[config.mk]
export PLATFORM = sky130hd
export DESIGN_NAME = stack_with_range_filter_core
export DESIGN_NICKNAME = d
export VERILOG_FILES = /design/src/swrf_pkg.sv /design/src/swrf_ram.sv /design/src/stack_with_range_filter_core.sv
export SDC_FILE = /design/constraint.sdc
export NUM_CORES = 2
export LEC_CHECK = 0
export ABC_AREA = 1
export BUFFER_PORTS_ARGS = -buffer_cell sky130_fd_sc_hd__buf_2
export CORE_MARGIN = 5
export CORE_UTILIZATION = 55
export DETAILED_ROUTE_END_ITERATION = 8
export PLACE_DENSITY_LB_ADDON = 0.2
export SLEW_MARGIN = 20
export SYNTH_ARGS = -nofsm -noshare
export SYNTH_HDL_FRONTEND = slang
export SYNTH_SLANG_ARGS = --single-unit
[constraint.sdc]
create_clock -name i_clk -period 4.7 [get_ports i_clk]
set_input_delay 0.47 -clock i_clk [delete_from_list [all_inputs] [get_ports i_clk]]
set_output_delay 0.47 -clock i_clk [all_outputs]
set_load 0.02 [all_outputs]
[src/swrf_pkg.sv]
// Package for the range-filtered stack: payload structs, command and status
// codes, controller states and default sizes.
// No dependencies; the core and the checker import it.
`timescale 1ns / 1ps
`default_nettype none

package swrf_pkg;

    // Sizes fixed by the payload format
    localparam int VALUE_W       = 32;
    localparam int DEPTH_W       = 6;
    localparam int DEPTH_DEFAULT = 32;

    typedef enum logic [1:0] {
        CMD_PUSH   = 2'd0,
        CMD_POP    = 2'd1,
        CMD_PEEK   = 2'd2,
        CMD_FILTER = 2'd3
    } t_cmd;

    typedef enum logic [1:0] {
        ST_OK    = 2'd0,
        ST_FULL  = 2'd1,
        ST_EMPTY = 2'd2
    } t_status;

    typedef enum logic [1:0] {
        S_IDLE,
        S_READ,
        S_FILT
    } t_state;

    typedef struct packed {
        t_cmd                       command;
        logic signed [VALUE_W-1:0]  push_value;
        logic signed [VALUE_W-1:0]  range_low;
        logic signed [VALUE_W-1:0]  range_high;
    } t_in;

    typedef struct packed {
        logic signed [VALUE_W-1:0]  read_value;
        t_status                    status;
        logic [DEPTH_W-1:0]         depth;
    } t_out;

endpackage

`default_nettype wire

[src/swrf_ram.sv]
// Generic single-write, single-read RAM with a registered read port.
// Depends on nothing but the port widths given by its parameters.
`timescale 1ns / 1ps
`default_nettype none

module swrf_ram #(
    parameter int WIDTH = 32,
    parameter int DEPTH = 32
) (
    input  wire logic                                  i_clk,
    input  wire logic                                  i_we,
    input  wire logic [((DEPTH > 1) ? $clog2(DEPTH) : 1)-1:0] i_waddr,
    input  wire logic [WIDTH-1:0]                      i_wdata,
    input  wire logic [((DEPTH > 1) ? $clog2(DEPTH) : 1)-1:0] i_raddr,
    output logic      [WIDTH-1:0]                      o_rdata
);

    logic [WIDTH-1:0] r_mem [DEPTH];
    logic [WIDTH-1:0] r_rdata;

    // Write port
    always_ff @(posedge i_clk) begin
        if (i_we) begin
            r_mem[i_waddr] <= i_wdata;
        end
    end

    // Read port, registered
    always_ff @(posedge i_clk) begin
        r_rdata <= r_mem[i_raddr];
    end

    assign o_rdata = r_rdata;

endmodule

`default_nettype wire

[src/stack_with_range_filter_core.sv]
// Top level of the bounded LIFO stack with an inclusive range filter.
// Depends on swrf_pkg and swrf_ram (entry storage).
//
//  channel | direction | handshake                   | payload
//  --------+-----------+-----------------------------+-------------------
//  command | in        | i_in_valid / o_in_stall     | i_in_data  (t_in)
//  result  | out       | o_out_valid / i_out_stall   | o_out_data (t_out)
//
// Push and every refused or empty command are answered straight from S_IDLE. Pop and peek
// go through S_READ for the read of the top entry from the RAM.
// Filter goes through S_FILT, where the RAM delivers one entry per cycle and
// matches are written back in place at the compaction pointer.
// Reset empties the stack at once; entry contents are not cleared.
// A result waits in the output register while i_out_stall is high; a new
// transfer is taken in the same cycle as the held result leaves.
`timescale 1ns / 1ps
`default_nettype none

module stack_with_range_filter_core #(
    parameter int DEPTH = swrf_pkg::DEPTH_DEFAULT
) (
    input  wire logic           i_clk,
    input  wire logic           i_rst_n,
    input  wire logic           i_in_valid,
    output logic                o_in_stall,
    input  wire swrf_pkg::t_in  i_in_data,
    output logic                o_out_valid,
    input  wire logic           i_out_stall,
    output swrf_pkg::t_out      o_out_data
);

    import swrf_pkg::*;

    localparam int CW = $clog2(DEPTH + 1);
    localparam int AW = (DEPTH > 1) ? $clog2(DEPTH) : 1;

    t_state                    r_state, n_state;
    logic [CW-1:0]             r_count, n_count;
    logic [CW-1:0]             r_rd, n_rd;
    logic [CW-1:0]             r_wr, n_wr;
    t_cmd                      r_cmd, n_cmd;
    logic signed [VALUE_W-1:0] r_lo, n_lo;
    logic signed [VALUE_W-1:0] r_hi, n_hi;
    logic                      r_out_valid, n_out_valid;
    t_out                      r_out, n_out;

    logic                      out_free;
    logic                      accept;
    logic                      is_empty;
    logic                      is_full;
    logic [CW-1:0]             cnt_m1;
    logic [CW-1:0]             cnt_p1;
    logic                      in_range;
    logic [CW-1:0]             wr_next;

    logic                      ram_we;
    logic [AW-1:0]             ram_waddr;
    logic [VALUE_W-1:0]        ram_wdata;
    logic [AW-1:0]             ram_raddr;
    logic signed [VALUE_W-1:0] ram_rdata;

    swrf_ram #(
        .WIDTH (VALUE_W),
        .DEPTH (DEPTH)
    ) u_ram (
        .i_clk   (i_clk),
        .i_we    (ram_we),
        .i_waddr (ram_waddr),
        .i_wdata (ram_wdata),
        .i_raddr (ram_raddr),
        .o_rdata (ram_rdata)
    );

    // Handshake and status decode
    assign out_free   = !r_out_valid || !i_out_stall;
    assign o_in_stall = !((r_state == S_IDLE) && out_free);
    assign accept     = i_in_valid && !o_in_stall;
    assign is_empty   = (r_count == '0);
    assign is_full    = (r_count == CW'(DEPTH));
    assign cnt_m1     = r_count - CW'(1);
    assign cnt_p1     = r_count + CW'(1);
    assign in_range   = (ram_rdata >= r_lo) && (ram_rdata <= r_hi);
    assign wr_next    = r_wr + CW'(in_range);

    // Next state, RAM access and result
    always_comb begin
        n_state     = r_state;
        n_count     = r_count;
        n_rd        = r_rd;
        n_wr        = r_wr;
        n_cmd       = r_cmd;
        n_lo        = r_lo;
        n_hi        = r_hi;
        n_out_valid = r_out_valid && i_out_stall;
        n_out       = r_out;
        ram_we      = 1'b0;
        ram_waddr   = r_count[AW-1:0];
        ram_wdata   = i_in_data.push_value;
        ram_raddr   = r_rd[AW-1:0];

        case (r_state)
            S_IDLE: begin
                if (accept) begin
                    n_cmd = i_in_data.command;
                    case (i_in_data.command)
                        CMD_PUSH: begin
                            n_out_valid      = 1'b1;
                            n_out.read_value = '0;
                            if (is_full) begin
                                n_out.status = ST_FULL;
                                n_out.depth  = DEPTH_W'(r_count);
                            end else begin
                                ram_we       = 1'b1;
                                n_count      = cnt_p1;
                                n_out.status = ST_OK;
                                n_out.depth  = DEPTH_W'(cnt_p1);
                            end
                        end
                        CMD_POP, CMD_PEEK: begin
                            if (is_empty) begin
                                n_out_valid      = 1'b1;
                                n_out.read_value = '0;
                                n_out.status     = ST_EMPTY;
                                n_out.depth      = '0;
                            end else begin
                                ram_raddr = cnt_m1[AW-1:0];
                                n_state   = S_READ;
                            end
                        end
                        default: begin
                            if (is_empty) begin
                                n_out_valid      = 1'b1;
                                n_out.read_value = '0;
                                n_out.status     = ST_EMPTY;
                                n_out.depth      = '0;
                            end else begin
                                ram_raddr = '0;
                                n_rd      = CW'(1);
                                n_wr      = '0;
                                n_lo      = i_in_data.range_low;
                                n_hi      = i_in_data.range_high;
                                n_state   = S_FILT;
                            end
                        end
                    endcase
                end
            end
            S_READ: begin
                // top entry is on the RAM read port
                n_out_valid      = 1'b1;
                n_out.read_value = ram_rdata;
                n_out.status     = ST_OK;
                if (r_cmd == CMD_POP) begin
                    n_count     = cnt_m1;
                    n_out.depth = DEPTH_W'(cnt_m1);
                end else begin
                    n_out.depth = DEPTH_W'(r_count);
                end
                n_state = S_IDLE;
            end
            S_FILT: begin
                // check the entry just read; keep it at the compaction pointer
                if (in_range) begin
                    ram_we    = 1'b1;
                    ram_waddr = r_wr[AW-1:0];
                    ram_wdata = ram_rdata;
                end
                n_wr = wr_next;
                if (r_rd < r_count) begin
                    ram_raddr = r_rd[AW-1:0];
                    n_rd      = r_rd + CW'(1);
                end else begin
                    n_count          = wr_next;
                    n_out_valid      = 1'b1;
                    n_out.read_value = '0;
                    n_out.status     = ST_OK;
                    n_out.depth      = DEPTH_W'(wr_next);
                    n_state          = S_IDLE;
                end
            end
            default: begin
                n_state = S_IDLE;
            end
        endcase
    end

    // Control registers
    always_ff @(posedge i_clk) begin
        if (!i_rst_n) begin
            r_state     <= S_IDLE;
            r_count     <= '0;
            r_out_valid <= 1'b0;
        end else begin
            r_state     <= n_state;
            r_count     <= n_count;
            r_out_valid <= n_out_valid;
        end
    end

    // Working and result registers
    always_ff @(posedge i_clk) begin
        r_rd  <= n_rd;
        r_wr  <= n_wr;
        r_cmd <= n_cmd;
        r_lo  <= n_lo;
        r_hi  <= n_hi;
        r_out <= n_out;
    end

    assign o_out_valid = r_out_valid;
    assign o_out_data  = r_out;

endmodule

`default_nettype wire

# ---- Word-level counts from Yosys, hierarchy flattened
# Memory sizes are Yosys's and may differ from the RTL's. A register that Yosys moved wholly into a read port is not among the register bits.
# Cells that the tools add are included.
dict set report word_totals {
  register_bits 127
  latchBits 0
  ramBits 1024
  mem_bits_ro 0
  input_bits 102
  out_inout_bits 42
  word_cells 106
  mem_count 1
}
dict set report op_classes {
  add_sub_neg 4
  multipliers 0
  div_mod_pow 0
  magnitude_cmp 3
  eq_ne 15
  shift 0
  muxes 48
  bitwise 2
  n_reduce_logical 22
}
# name depth width read_ports rd_ports_with_merged_regs wr line_no
set mem_list {}
lappend mem_list {u_ram.r_mem 32 32 1 1 1 swrf_ram.sv:18} ;# logic [WIDTH-1:0] r_mem [DEPTH];
# cell n
set ops {}
lappend ops {{40-bit 2-to-1 mux} 4}
lappend ops {{40-bit case mux with 3 select lines} 1}
lappend ops {{6-bit 2-to-1 mux} 12}
lappend ops {{32-bit 2-to-1 mux} 2}
lappend ops {{32-bit greater-or-equal comparator} 1}
lappend ops {{32-bit less-or-equal comparator} 1}
lappend ops {{5-bit 2-to-1 mux} 6}
lappend ops {{6-bit case mux with 2 select lines} 2}
lappend ops {{6-bit case mux with 3 select lines} 1}
lappend ops {{4-bit AND reduction} 4}
lappend ops {{2-bit inequality test (second input constant)} 7}
lappend ops {{6-bit by 1-bit adder with 6-bit output (second input constant)} 2}
lappend ops {{1-bit 2-to-1 mux} 10}
lappend ops {{5-bit case mux with 2 select lines} 1}
lappend ops {{5-bit AND reduction} 2}
lappend ops {{2-bit 2-to-1 mux} 4}
lappend ops {{2-bit case mux with 2 select lines} 2}
lappend ops {{7-bit 2-to-1 mux} 1}
lappend ops {{6-bit by 1-bit adder with 6-bit output} 1}
lappend ops {{2-bit by 1-bit equality test with 1-bit output (second input constant)} 3}
lappend ops {{6-bit equality test (second input constant)} 1}
lappend ops {{6-bit logical NOT} 1}
lappend ops {{6-bit less-than comparator} 1}
lappend ops {{6-bit by 1-bit subtractor with 6-bit output (second input constant)} 1}
lappend ops {{other kinds (15)} 23}

# ---- Logic depth before layout (Yosys ltp)
dict set report depth {
  word_depth 8
  mapped_depth 29
  depth_no_buf 28
}

# ---- Modules after synthesis
# From an unflattened synthesis, not the netlist that was laid out.
dict set report hier_totals {
  cells_unflattened 4374
  area_unflattened_um2 49994.2
}
# mod instances cells_per_inst area_each_um2 seq_area_each_um2
set by_module_without_submodules {}
lappend by_module_without_submodules {swrf_ram 1 3536 42405.7 31390.1}
lappend by_module_without_submodules {stack_with_range_filter_core 1 838 7588.5 3723.6}

# ---- Worst setup path before layout
# No wires, ideal clock.
dict set report synth_path {
  path_kind {register to register}
  from {reg r_count[4]}
  to {reg r_out, in the netlist o_out_data[0], enable pin}
  setup_ns 0.498
  arrival_ns 4.214
  required_ns 4.202
  slack_ns -0.012
  path_stages_with_launch 8
  n_path_buf 0
  period_less_slack_ns 4.712
  cell_sequence {dfxtp_1 inv_1 ha_1 nand2_1 o21a_1 nand3_1 nand2_1 a211oi_1}
}
dict set report synth_between {
  elab_chain_cells 3
  word_cells_on_any_way 5
  cone_classes {1 x order compare; 2 x eq/ne; 2 x reduce/logical}
}
# item line_no
set synth_rtl {}
lappend synth_rtl {{start: declaration} stack_with_range_filter_core.sv:38} ;# logic [CW-1:0] r_count, n_count;
lappend synth_rtl {{start signal: assignment} stack_with_range_filter_core.sv:195} ;# r_count <= n_count;
lappend synth_rtl {{6-bit less-than comparator or 6-bit logical NOT (tied branches)} {stack_with_range_filter_core.sv:169, stack_with_range_filter_core.sv:78}}
lappend synth_rtl {{2-bit inequality test (no line) or 3-bit by 2-bit inequality test with 1-bit output (tied branches)} n/a}
lappend synth_rtl {{4-bit AND reduction (no line) *} n/a}
lappend synth_rtl {{end signal: assignment} stack_with_range_filter_core.sv:207} ;# r_out <= n_out;
lappend synth_rtl {{end: declaration} stack_with_range_filter_core.sv:45} ;# t_out r_out, n_out;
# Every way passes the cells marked *; elsewhere a longest branch is shown, timed or not.
# A chain may end at the register's enable or synchronous reset.

# ---- Worst setup path after layout
dict set report layout_path {
  from {reg r_count[0]}
  to {reg u_ram.r_rdata[28] (netlist: u_ram.o_rdata[28]), read port of u_ram.r_mem}
}
dict set report layout_between {
  elab_chain_cells 5
  word_cells_on_any_way 7
  cone_classes {1 x add/sub; 5 x mux; 1 x reduce/logical}
}
# item line_no
set layout_rtl {}
lappend layout_rtl {{6-bit by 1-bit subtractor with 6-bit output or 6-bit logical NOT (tied branches)} {stack_with_range_filter_core.sv:80, stack_with_range_filter_core.sv:78}}
lappend layout_rtl {{5-bit 2-to-1 mux, on equally long branches} {stack_with_range_filter_core.sv:120, stack_with_range_filter_core.sv:131}}
lappend layout_rtl {{5-bit case mux with 2 select lines *} stack_with_range_filter_core.sv:105} ;# case (i_in_data.command)
lappend layout_rtl {{5-bit 2-to-1 mux *} stack_with_range_filter_core.sv:103} ;# if (accept) begin
lappend layout_rtl {{5-bit 2-to-1 mux *} n/a}
lappend layout_rtl {{end: declaration} swrf_ram.sv:19} ;# logic [WIDTH-1:0] r_rdata;
# Marked as above.

==> impl_metrics.py <==
metrics = {
    "worst_hold_path": {
        "hp-class": "input pin to flop",
        "hp-start": "i_rst_n",
        "worstHoldPathCells": 3,
        "min_delay_worst_endpoint": "r_count[5]",
    },
    "die": {
        "fp.dieW_um": 320,
        "start_util_pct": 55.6,
        "num_rows": 113,
        "io_pins": 144,
        "dieArea_um2": 102000,
        "die_h_um": 320,
        "coreArea_um2": 95200,
    },
    "sta": {
        "fmax_ghz": 0.229,
        "period_share_pct": 92.8,
        "final_hold_viol_count": 0,
        "slew_violations": 0,
        "fin_setup_tns_ps": 0,
        "setup_viol": 0,
        "worstMarginPinSlew_ps": 1010,
        "max-slew-margin-rel_pct": 31.9,
        "skew_ps": 27.1,
        "grt_setup_unrepaired": "false",
        "min_period_ps": 4360,
    },
    "cts": {
        "numClockSinks": 1183,
        "clk_pin_slew_ps": 60,
        "tritoncts": "done",
        "cts-root-buf": "clkbuf_16",
        "max-clock-path-buffers": 3,
        "numCtsBuffers": 119,
        "insertion_delay_ps": 700,
        "htreeDepth": 3,
        "post_cts_buffers": 0,
    },
    "placement": {
        "portBuffers": 143,
        "place_hpwl_um": 86100,
        "gp_congestion": 0.840,
        "dp_cells": 6202,
    },
    "finish": {
        "drive_gt1_share_pct": 10.3,
        "area_delta_synth_final_pct": 14.6,
        "final_nets": 5308,
        "final_cells": 6498,
    },
    "power_and_ir_drop": {
        "p_per_area_nw_per_um2": 665,
        "peakVddDrop_uv": 740,
        "leakage_nw": 25.0,
    },
    "drt": {
        "vias_per_cell": 5.73,
        "drt-total-wl_um": 154000,
        "firstDrtPassIters": 8,
        "first_iter_violations": 5001,
        "via_count": 37209,
        "final_antenna_net_count": 0,
        "drcViolationCount": 0,
        "wl_per_cell_um": 23.7,
    },
    "worst_setup_path": {
        "rrSetupSlack_ps": 340,
        "path_delay_family": "simple AND/OR/NAND/NOR gates",
        "worstReg2RegStart": "r_count[0]",
        "crit_chain": "inv_1 > ha_1 > nand3_2 > nor2_4 > nand2_4 > nand2_2 > o21ai_1 > nand2_8 > nand2_8 > buf_12 > buf_16 > nand2_1 > nand3_1 > nand3_1 > nand3_1 > nand2_1 > nand2_1 > nand2_1",
        "slowest_delay_ps": 490,
        "path_buf_inv": 3,
        "criticalPathCategory": "flop to flop",
        "endpoint_kind": "flop",
        "path_common_cell": "nand2_1",
        "setup.worst_path.start_class": "flop",
        "critical_path.max_fanout": 101,
        "rr_worst_depth": 18,
        "cp_data_arrival_time_ps": 4810,
        "required_ps": 5150,
        "crit_slowest_cell": "dfxtp_2",
        "r2r-end": "u_ram.o_rdata[28]",
    },
    "yosys": {
        "synth_area_um2": 52900,
        "synth_edf_count": 1142,
        "synth_commonest_cells": "nand2_1, edfxtp_1, nand3_1, inv_1, nand3b_1",
        "ys_ff_latch": 1183,
        "synth_async_sr_flop_share_pct": 0,
        "yosysTopAreaCell": "edfxtp_1",
        "synthTopCellsByArea": "edfxtp_1, nand2_1, nand3_1",
        "synth.most_common_cell": "nand2_1",
        "ys_warn_count": 0,
        "synth_top_area_share_pct": 64.9,
        "synthFlopType": "edfxtp_1",
        "syn_avg_cell_area_um2": 10.8,
        "yosysSeqAreaShare_pct": 66.4,
        "synthDistinctLibCells": 40,
        "synthCells": 4903,
        "syn-num-nets": 5085,
    },
    "grt": {
        "grt_max_degree": 202,
        "grt_use_total_pct": 29.5,
        "gr-total-overflow": 0,
        "grt_first_pass_wirelength_um": 228000,
        "grt_pass1_vias": 35421,
        "antenna_found_initial": 8,
    },
    "outcome": {
        "status": "finished, final reports clean",
    },
    "job": {
        "cap_viol_max_count": 0,
    },
}
[metrics by stage]
| step | utilization, % | hold slack [ps] | setup WS, ps | power [W] | area (um2) |
|---|---|---|---|---|---|
| 2_1_floorplan | - | 485 | 231 | 0.0246 | 52900 |
| 3_3_place_gp | 58.7 | 524 | 132 | 0.0302 | 55900 |
| 3_5_place_dp | 58.7 | 511 | 85.5 | 0.0304 | 55900 |
| 4_1_cts | 63.6 | 55.0 | 91.8 | 0.0401 | 60500 |
| 5_1_grt | 63.7 | 93.5 | 83.6 | 0.0424 | 60600 |
| 6_report | 63.7 | 99.2 | 336 | 0.0403 | 60600 |
[worst max path at each step]
stage | startpoint | to | cells past startpoint
finish | r_count[0] | u_ram.o_rdata[28] | 18
global placement | r_count[0] | u_ram.o_rdata[28] | 18
CTS | r_count[0] | u_ram.o_rdata[28] | 18
global route | r_count[0] | u_ram.o_rdata[28] | 18
detailed placement | r_count[0] | u_ram.o_rdata[28] | 18
floorplan | r_count[0] | r_rd[0] | 10
[cell usage in the layout (no fill, tap or decap), drive strengths merged, types with 4 or more instances in the layout]
| cell type | n |
|---|---|
| nand2 | 1331 |
| edfxtp | 1142 |
| nand3 | 833 |
| inv | 682 |
| nand3b | 320 |
| buf | 306 |
| clkbuf | 158 |
| ha | 80 |
| nor2 | 73 |
| dlygate4sd3 | 66 |
| clkinv | 49 |
| a21oi | 41 |
| dfxtp | 41 |
| o21ai | 28 |
| nand4 | 15 |
| bufinv | 14 |
| xor2 | 8 |
| nor3 | 7 |
| a21o | 4 |
| o21a | 4 |
| o22ai | 4 |
| clkinvlp | 4 |
| a211oi | 4 |
[sequential cells by signal (all words and copies together), names as in the netlist, 6 cells and up]
signal         count
r_wr               6
u_ram.o_rdata     32
r_hi              32
r_lo              32
r_rd               6
o_out_data        40
u_ram.r_mem     1024
r_count            6
[tightest hold or removal path, stage by stage]
cell	delay, ps
buf_2	150
o21ai_0	80
a21oi_1	40
[power breakdown]
part / internal, W / leakage (nW) / switching (W) / total [W]
combinational: 0.00483 / 12.3 / 0.0125 / 0.0174
clock: 0.00569 / 1.95 / 0.00401 / 0.00970
sequential: 0.0128 / 10.7 / 0.000499 / 0.0133
[final cells by class]
cell class | count | area [um2]
Antenna cell | 3 | 7.51
Clock buffer | 158 | 3300
Clock inverter | 67 | 697
Fill cell | 7265 | 34600
Inverter | 682 | 2580
Multi-Input combinational cell | 2768 | 14000
Sequential cell | 1183 | 35100
Tap cell | 1265 | 1580
Timing Repair Buffer | 372 | 3290
[kinds of logic (layout without fill, tap and decap cells)]
group	after synthesis	in the layout	share of synthesized area, %
xor+xnor	10	10	0.166
compound gates	98	98	1.09
buf+inv	953	1279	7.69
other cells	0	3	0
fa+ha+maj	80	80	1.89
simple gates	2579	2580	22.7
flops	1183	1183	66.4
[repair_timing]
action,in CTS,in global routing
setup endpoints to repair,0,4
gates resized for setup,0,2
hold endpoints to repair,66,0
hold buffers,66,0
[metal layers]
metal / wire length (um) / GRT usage (%)
met5: 64 / 0
met2: 71500 / 46.8
met4: 4860 / 9.79
met1: 60800 / 41.3
met3: 16800 / 6.05
No activity file was read; power rests on OpenSTA's default activity.
